$ cat config.mk
export PLATFORM = sky130hd
export DESIGN_NAME = fuzzy_completion_scorer_top
export DESIGN_NICKNAME = d
export VERILOG_FILES = /design/src/rtl/fcs_pkg.sv /design/src/rtl/fuzzy_completion_scorer_top.sv /design/src/rtl/fcs_front.sv /design/src/rtl/fcs_back.sv
export SDC_FILE = /design/constraint.sdc
export NUM_CORES = 2
export LEC_CHECK = 0
export BUFFER_PORTS_ARGS = -buffer_cell sky130_fd_sc_hd__buf_4
export CAP_MARGIN = 10
export CORE_ASPECT_RATIO = 0.7
export CORE_UTILIZATION = 55
export DETAILED_ROUTE_END_ITERATION = 10
export PLACE_DENSITY = 0.72
export SLEW_MARGIN = 40
export SYNTH_ARGS = -nofsm -noshare
export SYNTH_HDL_FRONTEND = slang
export SYNTH_SLANG_ARGS = --single-unit
$ cat constraint.sdc
create_clock -name clk -period 10.7 [get_ports clk]
set_clock_uncertainty 0.1 [all_clocks]
set_input_delay 0.535 -clock clk [delete_from_list [all_inputs] [get_ports clk]]
set_output_delay 0.535 -clock clk [all_outputs]
set_load 0.01 [all_outputs]
$ cat src/rtl/fcs_pkg.sv
`timescale 1ns / 1ps
// ----------------------------------------------------------------------------
// fcs_pkg: shared types and constants of the fuzzy completion scorer
// Command codes, queue beat formats and the per-byte scoring function.
// ----------------------------------------------------------------------------
package fcs_pkg;

	localparam int QUERY_MAX = 128;
	localparam int WORD_MAX  = 255;
	localparam int LIST_MAX  = 1024;

	localparam int QA_W  = $clog2(QUERY_MAX);
	localparam int QL_W  = $clog2(QUERY_MAX + 1);
	localparam int WL_W  = $clog2(WORD_MAX + 1);
	localparam int WC_W  = (LIST_MAX > 1) ? $clog2(LIST_MAX) : 1;
	localparam int IDX_W = 10;
	localparam int SC_W  = 13;
	localparam int BS_W  = 12;
	localparam int ERR_W = 5;

	localparam int OQ_DEPTH = 4;
	localparam int OQ_AW    = $clog2(OQ_DEPTH);
	localparam int RQ_DEPTH = 4;
	localparam int RQ_AW    = $clog2(RQ_DEPTH);

	localparam logic [7:0] CASE_MASK = 8'hDF;
	localparam logic [7:0] SEP_MAX   = 8'd32;
	localparam logic [7:0] SPACE     = 8'h20;
	localparam logic [7:0] NUL       = 8'h00;

	localparam logic signed [SC_W-1:0]  PTS_LEAD  = 13'sd10;
	localparam logic signed [SC_W-1:0]  PTS_RUN   = 13'sd5;
	localparam logic signed [SC_W-1:0]  PTS_MISS  = 13'sd1;
	localparam logic signed [ERR_W-1:0] ERR_STEP  = 5'sd3;
	localparam logic signed [ERR_W-1:0] ERR_FLOOR = -5'sd9;
	localparam logic signed [ERR_W-1:0] ERR_LIM   = ERR_FLOOR + ERR_STEP;

	typedef enum logic [1:0] {
		CMD_QUERY = 2'd0,
		CMD_WORD  = 2'd1,
		CMD_EMPTY = 2'd2,
		CMD_NONE  = 2'd3
	} cmd_t;

	typedef struct packed {
		cmd_t       kind;
		logic [7:0] ch;
		logic       first;
		logic       last_char;
		logic       last_word;
	} op_t;

	typedef struct packed {
		logic [IDX_W-1:0]       word_index;
		logic signed [SC_W-1:0] word_score;
		logic                   best_found;
		logic [IDX_W-1:0]       best_index;
		logic [BS_W-1:0]        best_score;
		logic                   list_done;
	} res_t;

	// running scan state of one word
	typedef struct packed {
		logic [QL_W-1:0]         pos;
		logic [7:0]              prev;
		logic                    am;
		logic signed [SC_W-1:0]  run;
		logic signed [ERR_W-1:0] err;
		logic                    hit;
	} scan_t;

	function automatic scan_t score_byte(input scan_t s, input logic [7:0] c,
			input logic [7:0] nxt, input logic [7:0] q, input logic [QL_W-1:0] len);
		scan_t r;
		logic  lead;
		logic  sep;
		r = s;
		r.hit = 1'b0;
		lead = c[6] & ~nxt[6];
		sep = (s.prev <= SEP_MAX) || s.prev[7];
		if (s.pos < len) begin
			if (((c ^ q) & CASE_MASK) == NUL) begin
				if (sep || lead) begin
					r.run = s.run + PTS_LEAD;
				end else if (s.am) begin
					r.run = s.run + PTS_RUN;
				end
				r.am = 1'b1;
				r.hit = 1'b1;
				r.pos = s.pos + QL_W'(1);
			end else begin
				r.run = s.run - PTS_MISS;
				r.am = 1'b0;
				if (lead) begin
					r.err = (s.err < ERR_LIM) ? ERR_FLOOR : s.err - ERR_STEP;
				end
			end
		end
		r.prev = c;
		return r;
	endfunction

	function automatic logic [IDX_W-1:0] to_idx(input logic [WC_W-1:0] v);
		logic [31:0] w;
		w = 32'(v);
		return w[IDX_W-1:0];
	endfunction

	function automatic logic [WC_W-1:0] next_cnt(input logic [WC_W-1:0] v);
		if (32'(v) == LIST_MAX - 1) begin
			return '0;
		end
		return v + WC_W'(1);
	endfunction

endpackage

$ cat src/rtl/fuzzy_completion_scorer_top.sv
`timescale 1ns / 1ps
// ----------------------------------------------------------------------------
// fuzzy_completion_scorer_top: fuzzy subsequence scorer for a word list
// Loads a query, scores streamed candidate words, tracks the best word.
// ----------------------------------------------------------------------------
// Usage:
//   Input side is a queue: drive command, character, first, last_char and
//   last_word with push; a beat is taken when push is high and full is low.
//   Query bytes (command 0) and word bytes (command 1) may be mixed freely;
//   command 2 scores an empty word, command 3 is dropped.
//   Result side is a queue: while empty is low the oldest word result is on
//   the result ports; it is taken when pop is high. One result per word, on
//   the beat carrying last_char or on an empty-word beat.
//   Throughput is one beat per cycle while the result queue has room, set by
//   the scoring update in the back stage (two byte scores and one query
//   memory read per cycle).
//   A stalled receiver fills the 4-entry result queue, then the back stops
//   and the 4-entry op queue fills, after which full is raised.
//   Reset empties both queues, the query and all word and list state; the
//   query memory itself is not cleared, only its written entries are read.
// ----------------------------------------------------------------------------
module fuzzy_completion_scorer_top (
	input  logic                              clk,
	input  logic                              arst_n,
	input  logic                              push,
	output logic                              full,
	input  logic [1:0]                        command,
	input  logic [7:0]                        character,
	input  logic                              first,
	input  logic                              last_char,
	input  logic                              last_word,
	output logic                              empty,
	input  logic                              pop,
	output logic [fcs_pkg::IDX_W-1:0]         word_index,
	output logic signed [fcs_pkg::SC_W-1:0]   word_score,
	output logic                              best_found,
	output logic [fcs_pkg::IDX_W-1:0]         best_index,
	output logic [fcs_pkg::BS_W-1:0]          best_score,
	output logic                              list_done
);
	import fcs_pkg::*;

	op_t  op;
	logic op_valid;
	logic op_ready;
	res_t res;
	logic res_valid;

	fcs_front u_front (
		.clk       (clk),
		.arst_n    (arst_n),
		.push      (push),
		.full      (full),
		.command   (command),
		.character (character),
		.first     (first),
		.last_char (last_char),
		.last_word (last_word),
		.op_valid  (op_valid),
		.op_ready  (op_ready),
		.op        (op)
	);

	fcs_back u_back (
		.clk       (clk),
		.arst_n    (arst_n),
		.op_valid  (op_valid),
		.op_ready  (op_ready),
		.op        (op),
		.res_valid (res_valid),
		.res_pop   (pop),
		.res       (res)
	);

	assign empty      = !res_valid;
	assign word_index = res.word_index;
	assign word_score = res.word_score;
	assign best_found = res.best_found;
	assign best_index = res.best_index;
	assign best_score = res.best_score;
	assign list_done  = res.list_done;

endmodule

$ cat src/rtl/fcs_front.sv
`timescale 1ns / 1ps
// ----------------------------------------------------------------------------
// fcs_front: input classification and op queue
// Takes input beats, drops unused commands and queues the rest for the back.
// ----------------------------------------------------------------------------
module fcs_front (
	input  logic         clk,
	input  logic         arst_n,
	input  logic         push,
	output logic         full,
	input  logic [1:0]   command,
	input  logic [7:0]   character,
	input  logic         first,
	input  logic         last_char,
	input  logic         last_word,
	output logic         op_valid,
	input  logic         op_ready,
	output fcs_pkg::op_t op
);
	import fcs_pkg::*;

	op_t              oq [OQ_DEPTH];
	logic [OQ_AW-1:0] wp_q;
	logic [OQ_AW-1:0] rp_q;
	logic [OQ_AW:0]   cnt_q;
	logic             keep;
	logic             acc;
	logic             wr;
	logic             rd;
	op_t              op_in;

	always_comb begin
		unique case (cmd_t'(command)) inside
			CMD_QUERY, CMD_WORD, CMD_EMPTY: keep = 1'b1;
			default: keep = 1'b0;
		endcase
	end

	assign op_in = '{kind: cmd_t'(command), ch: character, first: first,
		last_char: last_char, last_word: last_word};

	assign full     = (cnt_q == (OQ_AW + 1)'(OQ_DEPTH));
	assign acc      = push && !full;
	assign wr       = acc && keep;
	assign op_valid = (cnt_q != '0);
	assign rd       = op_valid && op_ready;
	assign op       = oq[rp_q];

	always_ff @(posedge clk) begin
		if (wr) begin
			oq[wp_q] <= op_in;
		end
	end

	always_ff @(posedge clk or negedge arst_n) begin
		if (!arst_n) begin
			wp_q  <= '0;
			rp_q  <= '0;
			cnt_q <= '0;
		end else begin
			if (wr) begin
				wp_q <= wp_q + OQ_AW'(1);
			end
			if (rd) begin
				rp_q <= rp_q + OQ_AW'(1);
			end
			if (wr && !rd) begin
				cnt_q <= cnt_q + (OQ_AW + 1)'(1);
			end else if (rd && !wr) begin
				cnt_q <= cnt_q - (OQ_AW + 1)'(1);
			end
		end
	end

`ifndef SYNTH
	a_cnt_bound: assert property (@(posedge clk) disable iff (!arst_n)
		cnt_q <= (OQ_AW + 1)'(OQ_DEPTH))
		else $error("op queue overfilled");
	a_cnt_inc: assert property (@(posedge clk) disable iff (!arst_n)
		(wr && !rd) |=> cnt_q == $past(cnt_q) + (OQ_AW + 1)'(1))
		else $error("queued beat lost");
	a_drop: assert property (@(posedge clk) disable iff (!arst_n)
		(acc && !keep && !rd) |=> $stable(cnt_q))
		else $error("unused command was queued");
`endif

endmodule

$ cat src/rtl/fcs_back.sv
`timescale 1ns / 1ps
// ----------------------------------------------------------------------------
// fcs_back: query store, word scoring and best-word tracking
// Executes one queued op per cycle while the result queue has room, and queues one result per finished word.
// ----------------------------------------------------------------------------
module fcs_back (
	input  logic          clk,
	input  logic          arst_n,
	input  logic          op_valid,
	output logic          op_ready,
	input  fcs_pkg::op_t  op,
	output logic          res_valid,
	input  logic          res_pop,
	output fcs_pkg::res_t res
);
	import fcs_pkg::*;

	// query memory, registered read at query position plus one
	logic [7:0]      qmem [QUERY_MAX];
	logic [7:0]      rd_q;
	logic            byp_v_q;
	logic [7:0]      byp_d_q;
	logic [7:0]      qcur_q;
	logic [7:0]      q0_q;
	logic [QA_W-1:0] ra;

	logic [QL_W-1:0]         len_q, len_n;
	logic [QL_W-1:0]         pos_q, pos_n;
	logic [7:0]              pend_q, pend_n;
	logic                    pv_q, pv_n;
	logic [7:0]              prev_q, prev_n;
	logic                    am_q, am_n;
	logic signed [SC_W-1:0]  run_q, run_n;
	logic signed [ERR_W-1:0] err_q, err_n;
	logic [WL_W-1:0]         wlen_q, wlen_n;
	logic [WC_W-1:0]         wcnt_q, wcnt_n;
	logic [IDX_W-1:0]        bestw_q, bestw_n;
	logic [BS_W-1:0]         bestv_q, bestv_n;
	logic [WL_W-1:0]         bestl_q, bestl_n;
	logic                    have_q, have_n;
	logic [7:0]              qcur_n, q0_n;

	logic                    take;
	logic                    mem_we;
	logic [QA_W-1:0]         mem_wa;
	logic [QL_W-1:0]         base;
	logic [7:0]              qnext, qa, qb;
	logic                    wc;
	scan_t                   s0, s1, s2;
	logic                    pv0, pv1, acc_b;
	logic [WL_W-1:0]         wl0, wl1;
	logic [7:0]              pend1;
	logic [WC_W-1:0]         wcnt0;
	logic [IDX_W-1:0]        bestw0;
	logic [BS_W-1:0]         bestv0;
	logic [WL_W-1:0]         bestl0;
	logic                    have0;
	logic                    fin;
	logic signed [SC_W-1:0]  fin_run;
	logic signed [ERR_W-1:0] fin_err;
	logic [WL_W-1:0]         fin_wl;
	logic signed [SC_W-1:0]  total;
	logic                    pick;
	logic                    res_push;
	res_t                    res_d;

	// result queue
	res_t             rq [RQ_DEPTH];
	logic [RQ_AW-1:0] rq_wp_q;
	logic [RQ_AW-1:0] rq_rp_q;
	logic [RQ_AW:0]   rq_cnt_q;
	logic             rq_pop;

	assign op_ready  = (rq_cnt_q != (RQ_AW + 1)'(RQ_DEPTH));
	assign take      = op_valid && op_ready;
	assign res_valid = (rq_cnt_q != '0);
	assign rq_pop    = res_pop && res_valid;
	assign res       = rq[rq_rp_q];
	assign qnext     = byp_v_q ? byp_d_q : rd_q;

	always_comb begin
		len_n   = len_q;
		pos_n   = pos_q;
		pend_n  = pend_q;
		pv_n    = pv_q;
		prev_n  = prev_q;
		am_n    = am_q;
		run_n   = run_q;
		err_n   = err_q;
		wlen_n  = wlen_q;
		wcnt_n  = wcnt_q;
		bestw_n = bestw_q;
		bestv_n = bestv_q;
		bestl_n = bestl_q;
		have_n  = have_q;
		qcur_n  = qcur_q;
		q0_n    = q0_q;
		mem_we  = 1'b0;
		mem_wa  = '0;
		base    = '0;
		fin     = 1'b0;
		fin_run = '0;
		fin_err = '0;
		fin_wl  = '0;
		pick    = 1'b0;
		total   = '0;
		res_push = 1'b0;
		res_d   = '0;

		// word and list state as seen after a first mark
		wc = op.first || (op.kind == CMD_EMPTY);
		s0.pos  = wc ? '0 : pos_q;
		s0.prev = wc ? SPACE : prev_q;
		s0.am   = wc ? 1'b0 : am_q;
		s0.run  = wc ? '0 : run_q;
		s0.err  = wc ? '0 : err_q;
		s0.hit  = 1'b0;
		pv0     = wc ? 1'b0 : pv_q;
		wl0     = wc ? '0 : wlen_q;
		qa      = wc ? q0_q : qcur_q;
		wcnt0   = op.first ? '0 : wcnt_q;
		bestw0  = op.first ? '0 : bestw_q;
		bestv0  = op.first ? '0 : bestv_q;
		bestl0  = op.first ? '0 : bestl_q;
		have0   = op.first ? 1'b0 : have_q;

		// lookahead: the held byte is scored now, the new byte is held
		acc_b = (32'(wl0) < WORD_MAX);
		s1 = s0;
		if (acc_b && pv0) begin
			s1 = score_byte(s0, pend_q, op.ch, qa, len_q);
		end
		pend1 = acc_b ? op.ch : pend_q;
		pv1   = pv0 | acc_b;
		wl1   = acc_b ? wl0 + WL_W'(1) : wl0;
		qb    = s1.hit ? qnext : qa;
		s2 = s1;
		if (pv1) begin
			s2 = score_byte(s1, pend1, NUL, qb, len_q);
		end

		if (take) begin
			unique case (op.kind)
				CMD_QUERY: begin
					base  = op.first ? '0 : len_q;
					len_n = base;
					if (op.ch != NUL && 32'(base) < QUERY_MAX) begin
						mem_we = 1'b1;
						mem_wa = QA_W'(base);
						len_n  = base + QL_W'(1);
						if (base == pos_q) begin
							qcur_n = op.ch;
						end
						if (base == '0) begin
							q0_n = op.ch;
						end
					end
				end
				CMD_WORD: begin
					wcnt_n  = wcnt0;
					bestw_n = bestw0;
					bestv_n = bestv0;
					bestl_n = bestl0;
					have_n  = have0;
					if (op.last_char) begin
						fin     = 1'b1;
						fin_run = s2.run;
						fin_err = s2.err;
						fin_wl  = wl1;
					end else begin
						pos_n  = s1.pos;
						prev_n = s1.prev;
						am_n   = s1.am;
						run_n  = s1.run;
						err_n  = s1.err;
						pend_n = pend1;
						pv_n   = pv1;
						wlen_n = wl1;
						qcur_n = qb;
					end
				end
				CMD_EMPTY: begin
					fin = 1'b1;
				end
				default: ;
			endcase
		end

		if (fin) begin
			total = fin_run + SC_W'(fin_err);
			pick = !total[SC_W-1] && (!have0 || total[BS_W-1:0] > bestv0 ||
				(total[BS_W-1:0] == bestv0 && !(bestl0 < fin_wl)));
			have_n  = have0 | pick;
			bestw_n = pick ? to_idx(wcnt0) : bestw0;
			bestv_n = pick ? total[BS_W-1:0] : bestv0;
			bestl_n = pick ? fin_wl : bestl0;
			res_push = 1'b1;
			res_d.word_index = to_idx(wcnt0);
			res_d.word_score = total;
			res_d.best_found = have_n;
			res_d.best_index = bestw_n;
			res_d.best_score = bestv_n;
			res_d.list_done  = op.last_word;
			wcnt_n = next_cnt(wcnt0);
			pos_n  = '0;
			pend_n = NUL;
			pv_n   = 1'b0;
			prev_n = SPACE;
			am_n   = 1'b0;
			run_n  = '0;
			err_n  = '0;
			wlen_n = '0;
			qcur_n = q0_q;
		end

		ra = QA_W'(pos_n + QL_W'(1));
	end

	always_ff @(posedge clk) begin
		if (mem_we) begin
			qmem[mem_wa] <= op.ch;
		end
		rd_q    <= qmem[ra];
		byp_d_q <= op.ch;
		qcur_q  <= qcur_n;
		q0_q    <= q0_n;
		if (res_push) begin
			rq[rq_wp_q] <= res_d;
		end
	end

	always_ff @(posedge clk or negedge arst_n) begin
		if (!arst_n) begin
			byp_v_q  <= 1'b0;
			len_q    <= '0;
			pos_q    <= '0;
			pend_q   <= NUL;
			pv_q     <= 1'b0;
			prev_q   <= SPACE;
			am_q     <= 1'b0;
			run_q    <= '0;
			err_q    <= '0;
			wlen_q   <= '0;
			wcnt_q   <= '0;
			bestw_q  <= '0;
			bestv_q  <= '0;
			bestl_q  <= '0;
			have_q   <= 1'b0;
			rq_wp_q  <= '0;
			rq_rp_q  <= '0;
			rq_cnt_q <= '0;
		end else begin
			// write into the entry being prefetched: forward the new byte
			byp_v_q  <= mem_we && (mem_wa == ra);
			len_q    <= len_n;
			pos_q    <= pos_n;
			pend_q   <= pend_n;
			pv_q     <= pv_n;
			prev_q   <= prev_n;
			am_q     <= am_n;
			run_q    <= run_n;
			err_q    <= err_n;
			wlen_q   <= wlen_n;
			wcnt_q   <= wcnt_n;
			bestw_q  <= bestw_n;
			bestv_q  <= bestv_n;
			bestl_q  <= bestl_n;
			have_q   <= have_n;
			if (res_push) begin
				rq_wp_q <= rq_wp_q + RQ_AW'(1);
			end
			if (rq_pop) begin
				rq_rp_q <= rq_rp_q + RQ_AW'(1);
			end
			if (res_push && !rq_pop) begin
				rq_cnt_q <= rq_cnt_q + (RQ_AW + 1)'(1);
			end else if (rq_pop && !res_push) begin
				rq_cnt_q <= rq_cnt_q - (RQ_AW + 1)'(1);
			end
		end
	end

`ifndef SYNTH
	a_len_bound: assert property (@(posedge clk) disable iff (!arst_n)
		32'(len_q) <= QUERY_MAX)
		else $error("query length past capacity");
	a_err_range: assert property (@(posedge clk) disable iff (!arst_n)
		err_q >= ERR_FLOOR && err_q <= 5'sd0)
		else $error("error sum out of range");
	a_rq_room: assert property (@(posedge clk) disable iff (!arst_n)
		res_push |-> rq_cnt_q != (RQ_AW + 1)'(RQ_DEPTH))
		else $error("result queue overrun");
	a_pend_len: assert property (@(posedge clk) disable iff (!arst_n)
		pv_q |-> (wlen_q != '0 && 32'(wlen_q) <= WORD_MAX))
		else $error("held byte without word length");
`endif

endmodule

==> impl_metrics.yaml <==
timing:
  worst_pin_slew_ps: 836
  maxSlewHeadroom_pct: 44.2
  fin_crit_ps: 10310
  rsz0062_at_grt: "true"
  setup_viol: 0
  finalHoldViolCount: 0
  fin_crit_sh_pct: 96.3
  maxSlewViolCount: 0
  setup_slack_ps: 395
  fmax_ghz: 0.0970
detailed_routing:
  wl_per_cell_um: 27.2
  vias: 31700
  first_iter_violations: 4041
  drcViolationCount: 0
  antenna_left: 0
  vias_per_cell: 6.48
  totalWireLength_um: 133000
  dr.pass1.iters: 6
yosys:
  ys_seq_area_share_pct: 68.5
  ys.flop_type: "edfxtp_1"
  synth_area_um2: 55000
  ys_seq_elements: 1280
  yosysUniqueCellTypes: 97
  synth_edf_count: 1150
  synthesis.nets: 3436
  postSynthCellCount: 3342
  synthArstFlopShare_pct: 9.06
  yosysWarningCount: 0
  synth_area_per_cell_um2: 16.5
worst_setup_path:
  cp_slowest_stage_delay_ps: 530
  endpoint_kind: "flip-flop"
  r2r-end: "u_back.bestl_q[0]"
  start_kind: "flip-flop"
  worstReg2RegStart: "u_front.rp_q[0]"
  rrSetupSlack_ps: 390
  crit_type: "flip-flop to flip-flop"
  crit_fanout: 17
  cp.arrival_ps: 10840
  required_ps: 11240
  cpMostUsedCell: "ha_1"
  cpMaxStageDelayCell: "mux4_2"
  worst_r2r_path_depth: 45
power_and_ir_drop:
  leakage_nw: 20.8
  power.density_nw_per_um2: 253
  ir_drop_mv: 0.193
  total_power_mw: 15.6
hold_path:
  worst_hold_path_type: "input pin to async pin"
die:
  die_y_um: 267
  io_pins: 66
  initial_core_util_pct: 55.8
  coreArea_um2: 98600
  dieArea_um2: 101000
  die_x_um: 380
  row_count: 96
clock_tree:
  clockBufferDepth: 3
  cts_tree: "yes"
  cts.clk_slew.worst_paths_ps: 70
  clock_latency_ps: 740
  ctsHtreeMaxLevel: 3
  cts_buffers: 115
  clkSinkCount: 1280
  ctsRootBufferMaster: "clkbuf_16"
placement:
  place_ws_ps: -75.8
  hpwl_um: 84300
  routabilityCongestion: 0.941
  port_buffers: 65
  placed_cell_area_um2: 57400
global_route:
  grt_pass1_vias: 31200
  overflow: 0
  grt_pass1_wl_um: 200000
  grt_start_max_net_pins: 99
  antenna_found_initial: 3
  grt_usage_pct: 26.4
layout:
  fin_nets: 3569
  stdcell_area_um2: 61700
  syn2layout_area_growth_pct: 12.1
  fillers: 6878
  drive_above_1_share_pct: 20.8
  final_util_pct: 62.6
outcome:
  status: "complete, no violations"
flow_run:
  maxCapViolCount: 0
-- synthesized netlist by cell type, types with 9 or more instances --
library cell	count	area share, %
o21ai_0	81	0.74
buf_2	31	0.28
nor4_1	18	0.20
or3_1	12	0.14
mux4_2	303	12
buf_4	27	0.37
ha_1	74	1.7
mux2i_1	89	1.6
nand3_1	100	0.91
nand4_1	24	0.27
nor3b_1	10	0.14
a32o_1	19	0.35
dfrtp_1	115	5.2
a21oi_1	80	0.73
edfxtp_1	1150	63
xnor2_1	43	0.68
o21a_1	12	0.16
buf_1	10	0.068
dfxtp_1	14	0.51
and3_1	25	0.28
o211ai_1	9	0.12
o22ai_1	21	0.24
nand2b_1	12	0.14
nor2b_1	27	0.31
inv_1	76	0.52
a31oi_1	13	0.15
a21o_1	12	0.16
o31ai_1	9	0.12
and2_1	30	0.34
a22o_1	21	0.33
clkbuf_1	100	0.68
nor2_1	228	1.6
xor2_1	36	0.57
nand2_1	315	2.1
mux2_2	13	0.27
nor3_1	39	0.35
-- routing by layer --
layer  global-route usage (%)  part of all wire, %  wire, um  vias up
met1                     40.8                   43     57700    16400
met2                     37.5                   44     58200     1723
li1                         -                    -         -    13400
met5                        0                0.017        23        -
met4                     5.67                  1.9      2490        4
met3                     7.22                   11     15000      215
-- stage by stage --
stage / TNS (ps) / cells / hold slack [ps]
floorplan: 0 / 3342 / 139
global placement: -492 / 4653 / 355
detailed placement: -625 / 4657 / 361
CTS: 0 / 4888 / 179
global route: -2680 / 4897 / 212
finish: 0 / 4898 / 203
-- sequential cells by signal, indices dropped and copies added, names as in the netlist, 10 cells and up --
name and cells:
u_back.rq 188, u_back.qmem 896, u_back.bestw_q 10, u_back.wcnt_q 10, u_back.run_q 13, u_front.oq 52, u_back.bestv_q 12
-- worst max-delay path by stage --
stage / start / endpoint / slack [ps] / cells after the start
after global routing: u_front.rp_q[0] / u_back.rq[2][14] / -90 / 45
after floorplan: u_front.rp_q[0] / u_back.rq[0][10] / 30 / 52
after global placement: u_front.rp_q[0] / u_back.rq[0][16] / -50 / 42
final: u_front.rp_q[0] / u_back.bestl_q[0] / 390 / 45
after CTS: u_front.rp_q[0] / u_back.bestl_q[0] / 20 / 44
after detailed placement: u_front.rp_q[0] / u_back.bestl_q[0] / -80 / 44
-- layout make-up --
cell class,instances,area (um2),share of cell area [%]
Clock buffer,156,3120,5.06
Clock inverter,60,727,1.18
Tap cell,1323,1660,2.68
Antenna cell,1,2.50,0.00406
Sequential cell,1280,37700,61.1
Timing Repair Buffer,189,1590,2.58
Multi-Input combinational cell,1811,16600,26.9
Inverter,78,300,0.487
-- placed cells by master (no fill, tap or decap), types with 14 or more instances in the layout --
| cell | n |
|---|---|
| ha_1 | 73 |
| clkbuf_1 | 33 |
| a32o_1 | 19 |
| nand3_1 | 97 |
| a21oi_1 | 79 |
| edfxtp_1 | 1150 |
| inv_1 | 76 |
| and2_1 | 24 |
| mux2i_1 | 79 |
| dlygate4sd3_1 | 15 |
| nand4_1 | 24 |
| xnor2_1 | 40 |
| and3_1 | 25 |
| nor2b_1 | 27 |
| clkinv_1 | 16 |
| o22ai_1 | 15 |
| o21ai_0 | 79 |
| a22o_1 | 21 |
| nor4_1 | 15 |
| nor2_1 | 222 |
| mux4_2 | 296 |
| nand2_1 | 313 |
| nor3_1 | 37 |
| buf_4 | 154 |
| xor2_1 | 36 |
| dfxtp_1 | 14 |
| clkinv_2 | 17 |
| clkbuf_16 | 116 |
| dfrtp_1 | 112 |
-- power breakdown --
group	total, mW	leakage, nW	switching (mW)	internal [mW]
clock network	4.20	1.86	1.85	2.35
registers	6.72	12.1	0.203	6.52
logic	4.69	6.79	3.15	1.54
total	15.6	20.8	5.20	10.4
-- timing repair --
| action | in CTS | in global routing |
|---|---|---|
| endpoints found under the hold margin | 87 | 0 |
| gates cloned | 0 | 1 |
| hold buffers | 15 | 0 |
| pin swaps | 0 | 9 |
| buffers inserted | 0 | 5 |
| resized for setup | 2 | 36 |
| endpoints found under the setup margin | 22 | 118 |
-- worst max-delay path: cells and delay by family (launching register included) --
kind | cells | cell delay [ps]
flops | 1 | 410
simple gates | 12 | 2320
fa+ha+maj | 5 | 1360
mux | 3 | 950
buf+inv | 8 | 1080
compound gates | 15 | 3540
xor+xnor | 2 | 430
-- kinds of logic after synthesis --
group / after synthesis / share of synthesized area, %
xor gates and xnor gates: 82 / 1.37
DFF: 1280 / 68.5
and+or+nand+nor: 879 / 7.35
AOI/OAI and AO/OA: 364 / 4.56
buffers and inverters: 252 / 2.04
adders and majority gates: 77 / 1.79
muxes: 408 / 14.4
Note: power is estimated with default switching activity, not from simulation.
